File: src/crrp_pkg.sv
package crrp_pkg;

    // Default depth of the operation store
    localparam int MAX_OPS_DEF = 64;

    // Field widths fixed by the interface
    localparam int OP_W     = 4;
    localparam int LEN_W    = 28;
    localparam int ANCHOR_W = 31;
    localparam int OFF_W    = 32;
    localparam int POS_O_W  = 35;
    localparam int RULE_W   = 3;
    localparam int ENTRY_W  = OP_W + LEN_W;

    // CIGAR operation codes
    localparam logic [OP_W-1:0] OP_M  = 4'd0;
    localparam logic [OP_W-1:0] OP_I  = 4'd1;
    localparam logic [OP_W-1:0] OP_D  = 4'd2;
    localparam logic [OP_W-1:0] OP_N  = 4'd3;
    localparam logic [OP_W-1:0] OP_S  = 4'd4;
    localparam logic [OP_W-1:0] OP_H  = 4'd5;
    localparam logic [OP_W-1:0] OP_P  = 4'd6;
    localparam logic [OP_W-1:0] OP_EQ = 4'd7;
    localparam logic [OP_W-1:0] OP_X  = 4'd8;

    // Result rule codes
    localparam logic [RULE_W-1:0] RULE_ALIGNED  = 3'd0;
    localparam logic [RULE_W-1:0] RULE_INSERT   = 3'd1;
    localparam logic [RULE_W-1:0] RULE_CLIP     = 3'd2;
    localparam logic [RULE_W-1:0] RULE_ANCHOR   = 3'd3;
    localparam logic [RULE_W-1:0] RULE_OVERFLOW = 3'd4;

    // Which result the datapath loads into the output register
    typedef enum logic [2:0] {
        RES_ALIGNED,
        RES_INS_FALLBACK,
        RES_INS_FOUND,
        RES_CLIP_FALLBACK,
        RES_CLIP_FOUND,
        RES_ANCHOR,
        RES_OVERFLOW
    } res_sel_t;

    // Controller to datapath
    typedef struct packed {
        logic     load;       // store an input word
        logic     init;       // start the walk
        logic     rd_issue;   // read store at current index
        logic     advance;    // step pointers over the current op
        logic     keep_dist;  // note distance into a soft clip
        logic     res_load;   // load output register, empty the store
        res_sel_t res_sel;
    } dp_cmd_t;

    // Datapath to controller
    typedef struct packed {
        logic overflow;
        logic any_aligned;
        logic at_end;
        logic take_right;
        logic is_aligned;
        logic is_ins;
        logic is_clip;
        logic in_op;          // read offset falls within the current op
    } dp_sts_t;

    function automatic logic op_is_aligned(input logic [OP_W-1:0] c);
        return (c == OP_M) || (c == OP_EQ) || (c == OP_X);
    endfunction

endpackage

File: src/cigar_read_to_ref_position.sv
// CIGAR read offset to reference position mapper.
// Input channel (s_*): one CIGAR operation per word. The word with
// s_last_op high also carries the anchor position, the read offset and the
// insertion direction, and starts the lookup once it is stored.
// Output channel (m_*): one word per record, the mapped reference position
// and the rule that produced it. Words that are not last give no output.
// Loading takes one operation per cycle while s_ready is high. The lookup
// then walks the stored operations, each by a store read and then a step,
// through the single read port of the operation store, plus one look-ahead
// walk over the following operations for an offset inside an insertion or
// soft clip. An overflowed or unaligned record gets its result in the
// decide step, without a walk of the stored operations.
// Results sit in an output register: while it waits for m_ready, words of
// the next record are still taken, but a next last word is held off until
// the result has gone.
// Reset (aresetn low, synchronous) empties the store and drops any pending
// result. Store entries need no clearing.
module cigar_read_to_ref_position
    import crrp_pkg::*;
#(
    parameter int MAX_OPS = MAX_OPS_DEF
) (
    input  logic                  aclk,
    input  logic                  aresetn,
    input  logic                  s_valid,
    output logic                  s_ready,
    input  logic [OP_W-1:0]       s_cigar_op,
    input  logic [LEN_W-1:0]      s_op_length,
    input  logic [ANCHOR_W-1:0]   s_anchor_pos,
    input  logic [OFF_W-1:0]      s_query_offset,
    input  logic                  s_take_right,
    input  logic                  s_last_op,
    output logic                  m_valid,
    input  logic                  m_ready,
    output logic [POS_O_W-1:0]    m_mapped_ref_pos,
    output logic [RULE_W-1:0]     m_rule_used
);

    dp_cmd_t cmd;
    dp_sts_t sts;

    crrp_ctrl u_ctrl (
        .aclk      (aclk),
        .aresetn   (aresetn),
        .s_valid   (s_valid),
        .s_last_op (s_last_op),
        .s_ready   (s_ready),
        .m_valid   (m_valid),
        .m_ready   (m_ready),
        .sts       (sts),
        .cmd       (cmd)
    );

    crrp_dp #(
        .MAX_OPS (MAX_OPS)
    ) u_dp (
        .aclk             (aclk),
        .aresetn          (aresetn),
        .s_cigar_op       (s_cigar_op),
        .s_op_length      (s_op_length),
        .s_anchor_pos     (s_anchor_pos),
        .s_query_offset   (s_query_offset),
        .s_take_right     (s_take_right),
        .s_last_op        (s_last_op),
        .cmd              (cmd),
        .sts              (sts),
        .m_mapped_ref_pos (m_mapped_ref_pos),
        .m_rule_used      (m_rule_used)
    );

endmodule

File: src/crrp_dp.sv
module crrp_dp
    import crrp_pkg::*;
#(
    parameter int MAX_OPS = MAX_OPS_DEF
) (
    input  logic                  aclk,
    input  logic                  aresetn,
    input  logic [OP_W-1:0]       s_cigar_op,
    input  logic [LEN_W-1:0]      s_op_length,
    input  logic [ANCHOR_W-1:0]   s_anchor_pos,
    input  logic [OFF_W-1:0]      s_query_offset,
    input  logic                  s_take_right,
    input  logic                  s_last_op,
    input  dp_cmd_t               cmd,
    output dp_sts_t               sts,
    output logic [POS_O_W-1:0]    m_mapped_ref_pos,
    output logic [RULE_W-1:0]     m_rule_used
);

    localparam int CNT_W  = $clog2(MAX_OPS + 1);
    localparam int ADDR_W = (MAX_OPS > 1) ? $clog2(MAX_OPS) : 1;
    // read pointer holds the sum of all lengths
    localparam int RD_W   = CNT_W + LEN_W;
    localparam int CMP_W  = ((RD_W > OFF_W) ? RD_W : OFF_W) + 1;
    // reference pointer: anchor plus all lengths, at least output width
    localparam int POS_W  = ((RD_W + 3) > POS_O_W) ? (RD_W + 3) : POS_O_W;

    logic [ENTRY_W-1:0]  mem [MAX_OPS];
    logic [ENTRY_W-1:0]  rdata_reg;
    logic [CNT_W-1:0]    count_reg;
    logic                overflow_reg;
    logic                any_reg;
    logic [ANCHOR_W-1:0] anchor_reg;
    logic [OFF_W-1:0]    off_reg;
    logic                right_reg;
    logic [CNT_W-1:0]    idx_reg;
    logic [POS_W-1:0]    ref_reg;
    logic [RD_W-1:0]     rd_reg;
    logic [POS_W-1:0]    last_ref_reg;
    logic                has_last_reg;
    logic [LEN_W-1:0]    dist_reg;
    logic [POS_O_W-1:0]  pos_out_reg;
    logic [RULE_W-1:0]   rule_out_reg;

    logic [OP_W-1:0]     cur_op;
    logic [LEN_W-1:0]    cur_len;
    logic [CMP_W-1:0]    len_ext;
    logic [CMP_W-1:0]    rd_ext;
    logic [CMP_W-1:0]    off_ext;
    logic [CMP_W-1:0]    into_op;
    logic [CMP_W-1:0]    ahead_dist;
    logic [POS_W-1:0]    fallback;
    logic [POS_W-1:0]    clip_best;
    logic [POS_W-1:0]    res_pos;
    logic [RULE_W-1:0]   res_rule;
    logic                store_full;

    assign cur_op   = rdata_reg[ENTRY_W-1:LEN_W];
    assign cur_len  = rdata_reg[LEN_W-1:0];
    assign len_ext  = CMP_W'(cur_len);
    assign rd_ext   = CMP_W'(rd_reg);
    assign off_ext  = CMP_W'(off_reg);
    assign into_op  = off_ext - rd_ext;
    assign ahead_dist = rd_ext - off_ext;
    assign store_full = (count_reg >= CNT_W'(MAX_OPS));

    // status to the controller
    always_comb begin
        sts.overflow    = overflow_reg;
        sts.any_aligned = any_reg;
        sts.at_end      = (idx_reg == count_reg);
        sts.take_right  = right_reg;
        sts.is_aligned  = op_is_aligned(cur_op);
        sts.is_ins      = (cur_op == OP_I);
        sts.is_clip     = (cur_op == OP_S);
        sts.in_op       = (off_ext >= rd_ext) && (off_ext < rd_ext + len_ext);
    end

    // store write and registered read
    always_ff @(posedge aclk) begin
        if (cmd.load && !store_full) begin
            mem[count_reg[ADDR_W-1:0]] <= {s_cigar_op, s_op_length};
        end
        if (cmd.rd_issue) begin
            rdata_reg <= mem[idx_reg[ADDR_W-1:0]];
        end
    end

    // record bookkeeping
    always_ff @(posedge aclk) begin
        if (!aresetn) begin
            count_reg    <= '0;
            overflow_reg <= 1'b0;
            any_reg      <= 1'b0;
        end else if (cmd.res_load) begin
            count_reg    <= '0;
            overflow_reg <= 1'b0;
            any_reg      <= 1'b0;
        end else if (cmd.load) begin
            if (store_full) begin
                overflow_reg <= 1'b1;
            end else begin
                count_reg <= count_reg + 1'b1;
                if (op_is_aligned(s_cigar_op)) begin
                    any_reg <= 1'b1;
                end
            end
        end
    end

    // query fields arrive with the last word
    always_ff @(posedge aclk) begin
        if (cmd.load && s_last_op) begin
            anchor_reg <= s_anchor_pos;
            off_reg    <= s_query_offset;
            right_reg  <= s_take_right;
        end
    end

    // walk pointers
    always_ff @(posedge aclk) begin
        if (cmd.init) begin
            idx_reg      <= '0;
            ref_reg      <= POS_W'(anchor_reg);
            rd_reg       <= '0;
            has_last_reg <= 1'b0;
        end else if (cmd.advance) begin
            idx_reg <= idx_reg + 1'b1;
            if (op_is_aligned(cur_op)) begin
                last_ref_reg <= ref_reg + POS_W'(cur_len) - POS_W'(1);
                has_last_reg <= 1'b1;
                ref_reg      <= ref_reg + POS_W'(cur_len);
                rd_reg       <= rd_reg + RD_W'(cur_len);
            end else if (cur_op == OP_D || cur_op == OP_N) begin
                ref_reg <= ref_reg + POS_W'(cur_len);
            end else if (cur_op == OP_I || cur_op == OP_S) begin
                rd_reg <= rd_reg + RD_W'(cur_len);
            end
        end
        if (cmd.keep_dist) begin
            dist_reg <= into_op[LEN_W-1:0];
        end
    end

    // result selection
    always_comb begin
        fallback = has_last_reg ? last_ref_reg : POS_W'(anchor_reg);
        if (!has_last_reg) begin
            clip_best = ref_reg;
        end else if (ahead_dist < CMP_W'(dist_reg) ||
                     (ahead_dist == CMP_W'(dist_reg) && ref_reg < last_ref_reg)) begin
            clip_best = ref_reg;
        end else begin
            clip_best = last_ref_reg;
        end
        case (cmd.res_sel)
            RES_ALIGNED: begin
                res_pos  = ref_reg + POS_W'(into_op);
                res_rule = RULE_ALIGNED;
            end
            RES_INS_FALLBACK: begin
                res_pos  = fallback;
                res_rule = RULE_INSERT;
            end
            RES_INS_FOUND: begin
                res_pos  = ref_reg;
                res_rule = RULE_INSERT;
            end
            RES_CLIP_FALLBACK: begin
                res_pos  = fallback;
                res_rule = RULE_CLIP;
            end
            RES_CLIP_FOUND: begin
                res_pos  = clip_best;
                res_rule = RULE_CLIP;
            end
            RES_OVERFLOW: begin
                res_pos  = POS_W'(anchor_reg);
                res_rule = RULE_OVERFLOW;
            end
            default: begin
                res_pos  = POS_W'(anchor_reg);
                res_rule = RULE_ANCHOR;
            end
        endcase
    end

    // output word register
    always_ff @(posedge aclk) begin
        if (cmd.res_load) begin
            pos_out_reg  <= res_pos[POS_O_W-1:0];
            rule_out_reg <= res_rule;
        end
    end

    assign m_mapped_ref_pos = pos_out_reg;
    assign m_rule_used      = rule_out_reg;

endmodule

File: src/crrp_ctrl.sv
module crrp_ctrl
    import crrp_pkg::*;
(
    input  logic    aclk,
    input  logic    aresetn,
    input  logic    s_valid,
    input  logic    s_last_op,
    output logic    s_ready,
    output logic    m_valid,
    input  logic    m_ready,
    input  dp_sts_t sts,
    output dp_cmd_t cmd
);

    typedef enum logic [2:0] {
        ST_IDLE,
        ST_DECIDE,
        ST_RD,
        ST_EXE,
        ST_LA_RD,
        ST_LA_EXE
    } state_t;

    state_t state_reg, state_next;
    logic   m_valid_reg, m_valid_next;
    logic   clip_mode_reg, clip_mode_next;

    // a new last word needs the output register free
    assign s_ready = (state_reg == ST_IDLE) && !(m_valid_reg && s_last_op);
    assign m_valid = m_valid_reg;

    // next state and commands
    always_comb begin
        state_next     = state_reg;
        clip_mode_next = clip_mode_reg;
        cmd            = '0;
        cmd.res_sel    = RES_ANCHOR;
        case (state_reg)
            ST_IDLE: begin
                cmd.load = s_valid && s_ready;
                if (s_valid && s_ready && s_last_op) begin
                    state_next = ST_DECIDE;
                end
            end
            ST_DECIDE: begin
                if (sts.overflow) begin
                    cmd.res_load = 1'b1;
                    cmd.res_sel  = RES_OVERFLOW;
                    state_next   = ST_IDLE;
                end else if (!sts.any_aligned) begin
                    cmd.res_load = 1'b1;
                    cmd.res_sel  = RES_ANCHOR;
                    state_next   = ST_IDLE;
                end else begin
                    cmd.init       = 1'b1;
                    clip_mode_next = 1'b0;
                    state_next     = ST_RD;
                end
            end
            ST_RD: begin
                if (sts.at_end) begin
                    cmd.res_load = 1'b1;
                    cmd.res_sel  = RES_ANCHOR;
                    state_next   = ST_IDLE;
                end else begin
                    cmd.rd_issue = 1'b1;
                    state_next   = ST_EXE;
                end
            end
            ST_EXE: begin
                if (sts.is_aligned && sts.in_op) begin
                    cmd.res_load = 1'b1;
                    cmd.res_sel  = RES_ALIGNED;
                    state_next   = ST_IDLE;
                end else if (sts.is_ins && sts.in_op) begin
                    if (sts.take_right) begin
                        cmd.advance = 1'b1;
                        state_next  = ST_LA_RD;
                    end else begin
                        cmd.res_load = 1'b1;
                        cmd.res_sel  = RES_INS_FALLBACK;
                        state_next   = ST_IDLE;
                    end
                end else if (sts.is_clip && sts.in_op) begin
                    cmd.advance    = 1'b1;
                    cmd.keep_dist  = 1'b1;
                    clip_mode_next = 1'b1;
                    state_next     = ST_LA_RD;
                end else begin
                    cmd.advance = 1'b1;
                    state_next  = ST_RD;
                end
            end
            ST_LA_RD: begin
                if (sts.at_end) begin
                    cmd.res_load = 1'b1;
                    cmd.res_sel  = clip_mode_reg ? RES_CLIP_FALLBACK : RES_INS_FALLBACK;
                    state_next   = ST_IDLE;
                end else begin
                    cmd.rd_issue = 1'b1;
                    state_next   = ST_LA_EXE;
                end
            end
            ST_LA_EXE: begin
                if (sts.is_aligned) begin
                    cmd.res_load = 1'b1;
                    cmd.res_sel  = clip_mode_reg ? RES_CLIP_FOUND : RES_INS_FOUND;
                    state_next   = ST_IDLE;
                end else begin
                    cmd.advance = 1'b1;
                    state_next  = ST_LA_RD;
                end
            end
            default: begin
                state_next = ST_IDLE;
            end
        endcase

        // output handshake
        m_valid_next = m_valid_reg;
        if (m_valid_reg && m_ready) begin
            m_valid_next = 1'b0;
        end
        if (cmd.res_load) begin
            m_valid_next = 1'b1;
        end
    end

    // state and registered outputs
    always_ff @(posedge aclk) begin
        if (!aresetn) begin
            state_reg     <= ST_IDLE;
            m_valid_reg   <= 1'b0;
            clip_mode_reg <= 1'b0;
        end else begin
            state_reg     <= state_next;
            m_valid_reg   <= m_valid_next;
            clip_mode_reg <= clip_mode_next;
        end
    end

endmodule
File: config.mk
export PLATFORM = sky130hd
export DESIGN_NAME = cigar_read_to_ref_position
export DESIGN_NICKNAME = d
export VERILOG_FILES = /design/src/crrp_pkg.sv /design/src/cigar_read_to_ref_position.sv /design/src/crrp_dp.sv /design/src/crrp_ctrl.sv
export SDC_FILE = /design/constraint.sdc
export NUM_CORES = 2
export LEC_CHECK = 0
export BUFFER_PORTS_ARGS = -buffer_cell sky130_fd_sc_hd__buf_4
export CAP_MARGIN = 30
export CELL_PAD_IN_SITES_DETAIL_PLACEMENT = 1
export CELL_PAD_IN_SITES_GLOBAL_PLACEMENT = 1
export CORE_ASPECT_RATIO = 0.9
export CORE_MARGIN = 2
export CORE_UTILIZATION = 50
export DETAILED_ROUTE_END_ITERATION = 12
export GPL_TIMING_DRIVEN = 0
export PLACE_DENSITY_LB_ADDON = 0.1
export SLEW_MARGIN = 20
export SYNTH_ARGS = -nofsm -noshare
export SYNTH_HDL_FRONTEND = slang
export SYNTH_SLANG_ARGS = --single-unit
File: constraint.sdc
create_clock -name aclk -period 14.5 [get_ports aclk]
set_clock_uncertainty 0.05 [all_clocks]
set_input_delay 1.45 -clock aclk [delete_from_list [all_inputs] [get_ports aclk]]
set_output_delay 1.45 -clock aclk [all_outputs]
set_load 0.1 [all_outputs]
## Word-level counts from Yosys, hierarchy flattened

Memory sizes are Yosys's and may differ from the RTL's. A register that Yosys moved wholly into a read port is not among the register bits.
Index checks and enable logic that the tools add are counted.

- Add/sub/neg operators: 9
- Order comparisons: 5
- Equality and inequality tests: 27
- Mux-type cells: 58
- Bitwise logic cells: 3
- Reduce and logical (&&, ||, !) cells: 45

Operator list:

| kind | number |
|---|---|
| two-way mux 35 bit | 6 |
| case mux 35 bit (4 select lines) | 1 |
| two-way mux 38 bit | 2 |
| two-way mux 31 bit | 2 |
| adder 38 x 28 -> 38 bit | 1 |
| less-than comparator 38 bit | 1 |
| subtractor 38 x 1 -> 38 bit (second input constant) | 1 |
| adder 35 x 28 -> 36 bit | 1 |
| == test 36 x 28 -> 1 bit | 1 |
| less-than comparator 32 x 36 -> 1 bit | 1 |
| less-than comparator 36 x 28 -> 1 bit | 1 |
| subtractor 35 x 32 -> 36 bit | 1 |
| adder 35 x 28 -> 35 bit | 1 |
| adder 35 bit | 1 |
| >= comparator 32 x 35 -> 1 bit | 1 |
| subtractor 32 x 35 -> 35 bit | 1 |
| two-way mux 4 bit | 8 |
| two-way mux 3 bit | 8 |
| two-way mux 1 bit | 21 |
| case mux 4 bit (5 select lines) | 1 |
| case mux 3 bit (6 select lines) | 1 |
| adder 7 x 1 -> 7 bit (second input constant) | 2 |
| == test 3 x 2 -> 1 bit (second input constant) | 4 |
| == test 3 bit (second input constant) | 4 |
| other kinds (24) | 75 |

- Flip-flop bits (word level): 263
- Bits in writable memories: 2048
- Output and inout port bits: 40
- Logic and storage cells: 166
- Memories kept: 1

Memories:

| name | depth | bits a word | rd ports | clocked after memory_dff | wr ports | RTL line | source |
|---|---|---|---|---|---|---|---|
| u_dp.mem | 64 | 32 | 1 | 1 | 1 | crrp_dp.sv:28 | `logic [ENTRY_W-1:0] mem [MAX_OPS];` |

## Longest topological paths before layout

- Depth in word-level cells: 10
- Gate-level depth with buffers: 28

## Cells and area by module

From an unflattened synthesis, not the netlist that was laid out.

- Cells, all modules: 5686
- Area, all modules: 102050.4 um^2

Modules (own cells, without submodules):

| module | instances | cells each | area each (um^2) |
|---|---|---|---|
| crrp_dp | 1 | 5611 | 101494.8 |
| crrp_ctrl | 1 | 75 | 555.5 |

## Least setup slack after synthesis

Ideal clock, no wire load.

- Path type: register -> register
- From: register u_dp.rd_reg[1]
- To: register u_dp.last_ref_reg[0] (enable)
- Data arrival time: 7038 ps
- Setup slack: 6930 ps
- Stages on the path, launching flop included: 22
- Buffers on the path: 0
- Clock period less this slack: 7570 ps
- Cells stage by stage: dfxtp_1 -> inv_1 -> fa_1 -> nand2b_1 -> a21oi_1 -> o21ai_0 -> o21ai_1 -> a41oi_1 -> nor2b_1 -> nand4_1 -> and2_1 -> o21ai_0 -> xnor2_1 -> ha_1 -> nand4_1 -> nor4_1 -> o2111ai_1 -> o21ai_0 -> o311ai_1 -> nor4b_4 -> o31ai_1 -> nor3_1

- Longest elaborated chain between the ends: 8
- Elaborated cells between the ends (all ways): 10

RTL lines:

| item | RTL line | source |
|---|---|---|
| start, declared | crrp_dp.sv:38 | `logic [RD_W-1:0] rd_reg;` |
| start signal, assigned | crrp_dp.sv:133 | `rd_reg <= rd_reg + RD_W'(cur_len);` |
| start signal, assigned | crrp_dp.sv:137 | `rd_reg <= rd_reg + RD_W'(cur_len);` |
| adder 35 x 28 -> 36 bit | crrp_dp.sv:76 | `sts.in_op = (off_ext >= rd_ext) && (off_ext < rd_ext + len_ext);` |
| less-than comparator 32 x 36 -> 1 bit | crrp_dp.sv:76 |  |
| logical AND 1 bit (*) | crrp_dp.sv:76 |  |
| logical AND 1 bit | crrp_ctrl.sv:75 | `end else if (sts.is_ins && sts.in_op) begin` |
| two-way mux 1 bit | crrp_ctrl.sv:75 |  |
| two-way mux 2 bit (*) | crrp_ctrl.sv:71 | `if (sts.is_aligned && sts.in_op) begin` |
| case mux 1 bit (2 select lines) (*) | crrp_ctrl.sv:38 | `case (state_reg)` |
| AND reduction 3 bit (no line) (*) | - |  |
| end signal, assigned | crrp_dp.sv:130 | `last_ref_reg <= ref_reg + POS_W'(cur_len) - POS_W'(1);` |
| end, declared | crrp_dp.sv:39 | `logic [POS_W-1:0] last_ref_reg;` |

Every way passes the cells marked *; elsewhere a longest branch is shown, timed or not.
A chain may end at the register's enable or synchronous reset.

## Worst setup path in the final report

- From: register u_dp.rdata_reg[0] (read register of u_dp.mem)
- To: register u_dp.last_ref_reg[8] (enable)

- Longest elaborated chain between the ends: 8
- Elaborated cells between the ends (all ways): 9

RTL lines:

| item | RTL line | source |
|---|---|---|
| start, declared | crrp_dp.sv:29 | `logic [ENTRY_W-1:0] rdata_reg;` |
| adder 35 x 28 -> 36 bit (*) | crrp_dp.sv:76 |  |
| less-than comparator 32 x 36 -> 1 bit (*) | crrp_dp.sv:76 |  |
| logical AND 1 bit (*) | crrp_dp.sv:76 |  |
| logical AND 1 bit | crrp_ctrl.sv:75 |  |
| two-way mux 1 bit | crrp_ctrl.sv:75 |  |
| two-way mux 2 bit (*) | crrp_ctrl.sv:71 |  |
| case mux 1 bit (2 select lines) (*) | crrp_ctrl.sv:38 |  |
| AND reduction 3 bit (no line) (*) | - |  |

Marks and branches as above.

==> results.cfg <==
[sta]
slew_viol_final = 0
slew_headroom_pct = 27.6
fin_setup_tns_ns = 0
clock.fmax_mhz = 122
finalSetupViolations = 0
finalCritPeriodShare_pct = 56.7
min_period_ns = 8.22
rsz0062_at_grt = false
worst_pin_slew_ns = 1.09
hold_slack_ns = 0.441
fin_ws_ns = 6.28
hold_violations = 0

[drt]
viasPerCell = 6.28
num_vias = 56300
dr.pass1.iters = 7
drtAntennaViolNets = 0
wire_per_inst_um = 34.4
drc = 0
drt_iter0_drc = 7025
drt_wl_total_mm = 308

[pwr]
ir_drop_uv = 121
pwr_density_cell_nw_per_um2 = 122
total_leakage_power_nw = 37.5

[yosys]
yosys_warnings = 0
synth_ff_type = edfxtp_1
syn_inst = 5526
ys_seq_area_share_pct = 69.2
syn_area_um2 = 101000
yosysUniqueCellTypes = 103
syn_area_per_cell_um2 = 18.2
synth_edf_count = 2279
synth_area_leaders = edfxtp_1, mux4_2, ha_1
yosys.area.top_type = edfxtp_1
netlist.area_leader.share_pct = 67.9
syn_nets = 5886
ys_ff_latch = 2343
async_flop_share_pct = 0

[worst_setup_path]
r2r-start = u_dp.rdata_reg[0]
worstSetupPathType = flop to flop
cp-startpoint = u_dp.rdata_reg[0]
crit_arrival_ns = 8.71
r2r_cells = 26
r2r-end = u_dp.last_ref_reg[8]
startpoint_type = flop
crit_required_ns = 14.99
path_max_fanout = 11
r2r_slack_ns = 6.28
endpoint = u_dp.last_ref_reg[8]
cp-end-kind = flop

[global_routing]
grt_use_total_pct = 30.3
antenna_found_initial = 31
grt_overflow = 0
grt_pass1_wl_mm = 438
grt_pass1_vias = 57800
grt_max_degree = 67

[clocking]
clock_latency_ns = 0.91
numCtsBuffers = 231
cts_max_path_buffers = 3
clock_sinks = 2343
post_cts_buffers = 0
path_clk_slew_ns = 0.06
root_buffer = clkbuf_16
htreeDepth = 4
cts_tree = yes
cts_resized = 0
hold_buffers = 0

[floorplanning]
dieWidth_um = 477
die_h_um = 430
ios = 141
die_area_um2 = 205000
coreArea_um2 = 201000
start_util_pct = 50.2
rows = 156

[layout]
fin_util_pct = 58.1
nNetsFinal = 6434
fillers = 17700
areaGrowthSynthToFinish_pct = 15.5
register_area_um2 = 69700
multi_input_area_um2 = 29900
fin_cells = 8961
layout-drive-gt1-share_pct = 23.8
largest_reg_flops = 2048

[min_path]
whs_path_depth = 1
hold_path.class = flop to flop

[placed_design]
dpl.cell_count = 8506
io_buffers = 140
gp_congestion = 0.890
dp_hpwl_mm = 219
place_ws_ns = 6.21

[run_status]
status = finished clean

[job]
cap_violations = 0
cell type report:
| cell class | instances | share of cell area [%] |
|---|---|---|
| Buffer | 253 | 0.900 |
| Sequential cell | 2343 | 59.8 |
| Clock buffer | 278 | 5.11 |
| Inverter | 197 | 0.635 |
| Clock inverter | 151 | 1.23 |
| Multi-Input combinational cell | 2733 | 25.6 |
| Tap cell | 2686 | 2.89 |
| Timing Repair Buffer | 315 | 3.73 |
| Antenna cell | 5 | 0.0107 |
report_power, final:
part	internal, mW	switching [mW]
Sequential	7.47	0.0330
Combinational	0.248	0.511
Clock	3.26	2.64
routing by layer:
layer	global-route usage (%)	up-vias	routed length (µm)
li1	-	23600	-
met1	41.1	29700	122000
met2	48.9	2411	149000
met3	5.40	471	23000
met4	12.3	24	14100
met5	0	-	164
how the worst min path moves through the flow:
stage / startpoint / end / slack [ns]
2_1_floorplan: u_dp.any_reg / u_dp.any_reg / 0.38
3_3_place_gp: u_dp.idx_reg[6] / u_dp.idx_reg[6] / 0.41
3_5_place_dp: u_dp.any_reg / u_dp.any_reg / 0.42
4_1_cts: u_dp.any_reg / u_dp.any_reg / 0.44
5_1_grt: u_dp.idx_reg[6] / u_dp.idx_reg[6] / 0.46
6_report: u_dp.idx_reg[6] / u_dp.idx_reg[6] / 0.44
cells in the final DEF (no fill, tap or decap), types with 22 or more instances in the layout:
cell,instances
a211oi_1,24
a21o_1,76
a21oi_1,204
a222oi_1,24
a31oi_1,26
and3_1,22
buf_1,41
buf_12,32
buf_16,61
buf_2,34
buf_4,151
buf_6,49
buf_8,26
clkbuf_1,200
clkbuf_16,231
clkinv_1,53
clkinv_2,46
dfxtp_1,64
edfxtp_1,2279
ha_1,254
inv_1,196
mux2i_1,44
mux4_2,672
nand2_1,315
nand2b_1,22
nand3_1,69
nand4_1,45
nor2_1,159
nor2_4,64
nor2b_1,23
nor3_1,33
o21ai_0,123
o21bai_1,26
xnor2_1,124
xor2_1,75
logic make-up after synthesis:
kind of cell             share of synthesized area, %
multiplexers                                     15.5
AND/OR/NAND/NOR                                  4.02
buffers and inverters                            1.74
adder cells (fa/ha/maj)                          3.26
XOR/XNOR                                         1.73
AO/OA/AOI/OAI                                    4.60
flip-flops                                       69.2
synthesized netlist by cell type, types with 44 or more instances:
cell type and instances:
buf_1 47, ha_1 254, o21ai_0 123, dfxtp_1 64
xnor2_1 124, inv_1 196, mux4_2 672, mux2i_1 44
nand3_1 69, clkbuf_1 172, nand2_1 316, a21o_1 77
xor2_1 75, nor2_1 223, nand4_1 45, edfxtp_1 2279
a21oi_1 204
stage by stage:
step,power (mW),area (µm²)
6_report,14.2,116000
5_1_grt,14.5,116000
4_1_cts,14.2,116000
3_5_place_dp,8.40,109000
3_3_place_gp,8.36,105000
2_1_floorplan,8.03,101000
worst max-delay path, stage by stage (launching register included):
cell and delay [ns]:
edfxtp_1 0.60, ha_1 0.30, inv_1 0.07, fa_1 0.41, nand2b_1 0.19, a21oi_1 0.26
o21ai_0 0.20, o21ai_1 0.37, a41oi_1 0.22, nor2b_1 0.18, nand4_1 0.12, and2_1 0.20
o21ai_0 0.20, xnor2_1 0.16, ha_1 0.30, nand4_1 0.17, nor4_1 0.57, o2111ai_1 0.19
o21ai_0 0.36, o311ai_1 0.29, nor4b_4 0.69, o31ai_1 0.31, nor3_2 0.58, buf_4 0.27
buf_4 0.21, buf_4 0.22, buf_4 0.21
Power figures use the tool's default switching activity.
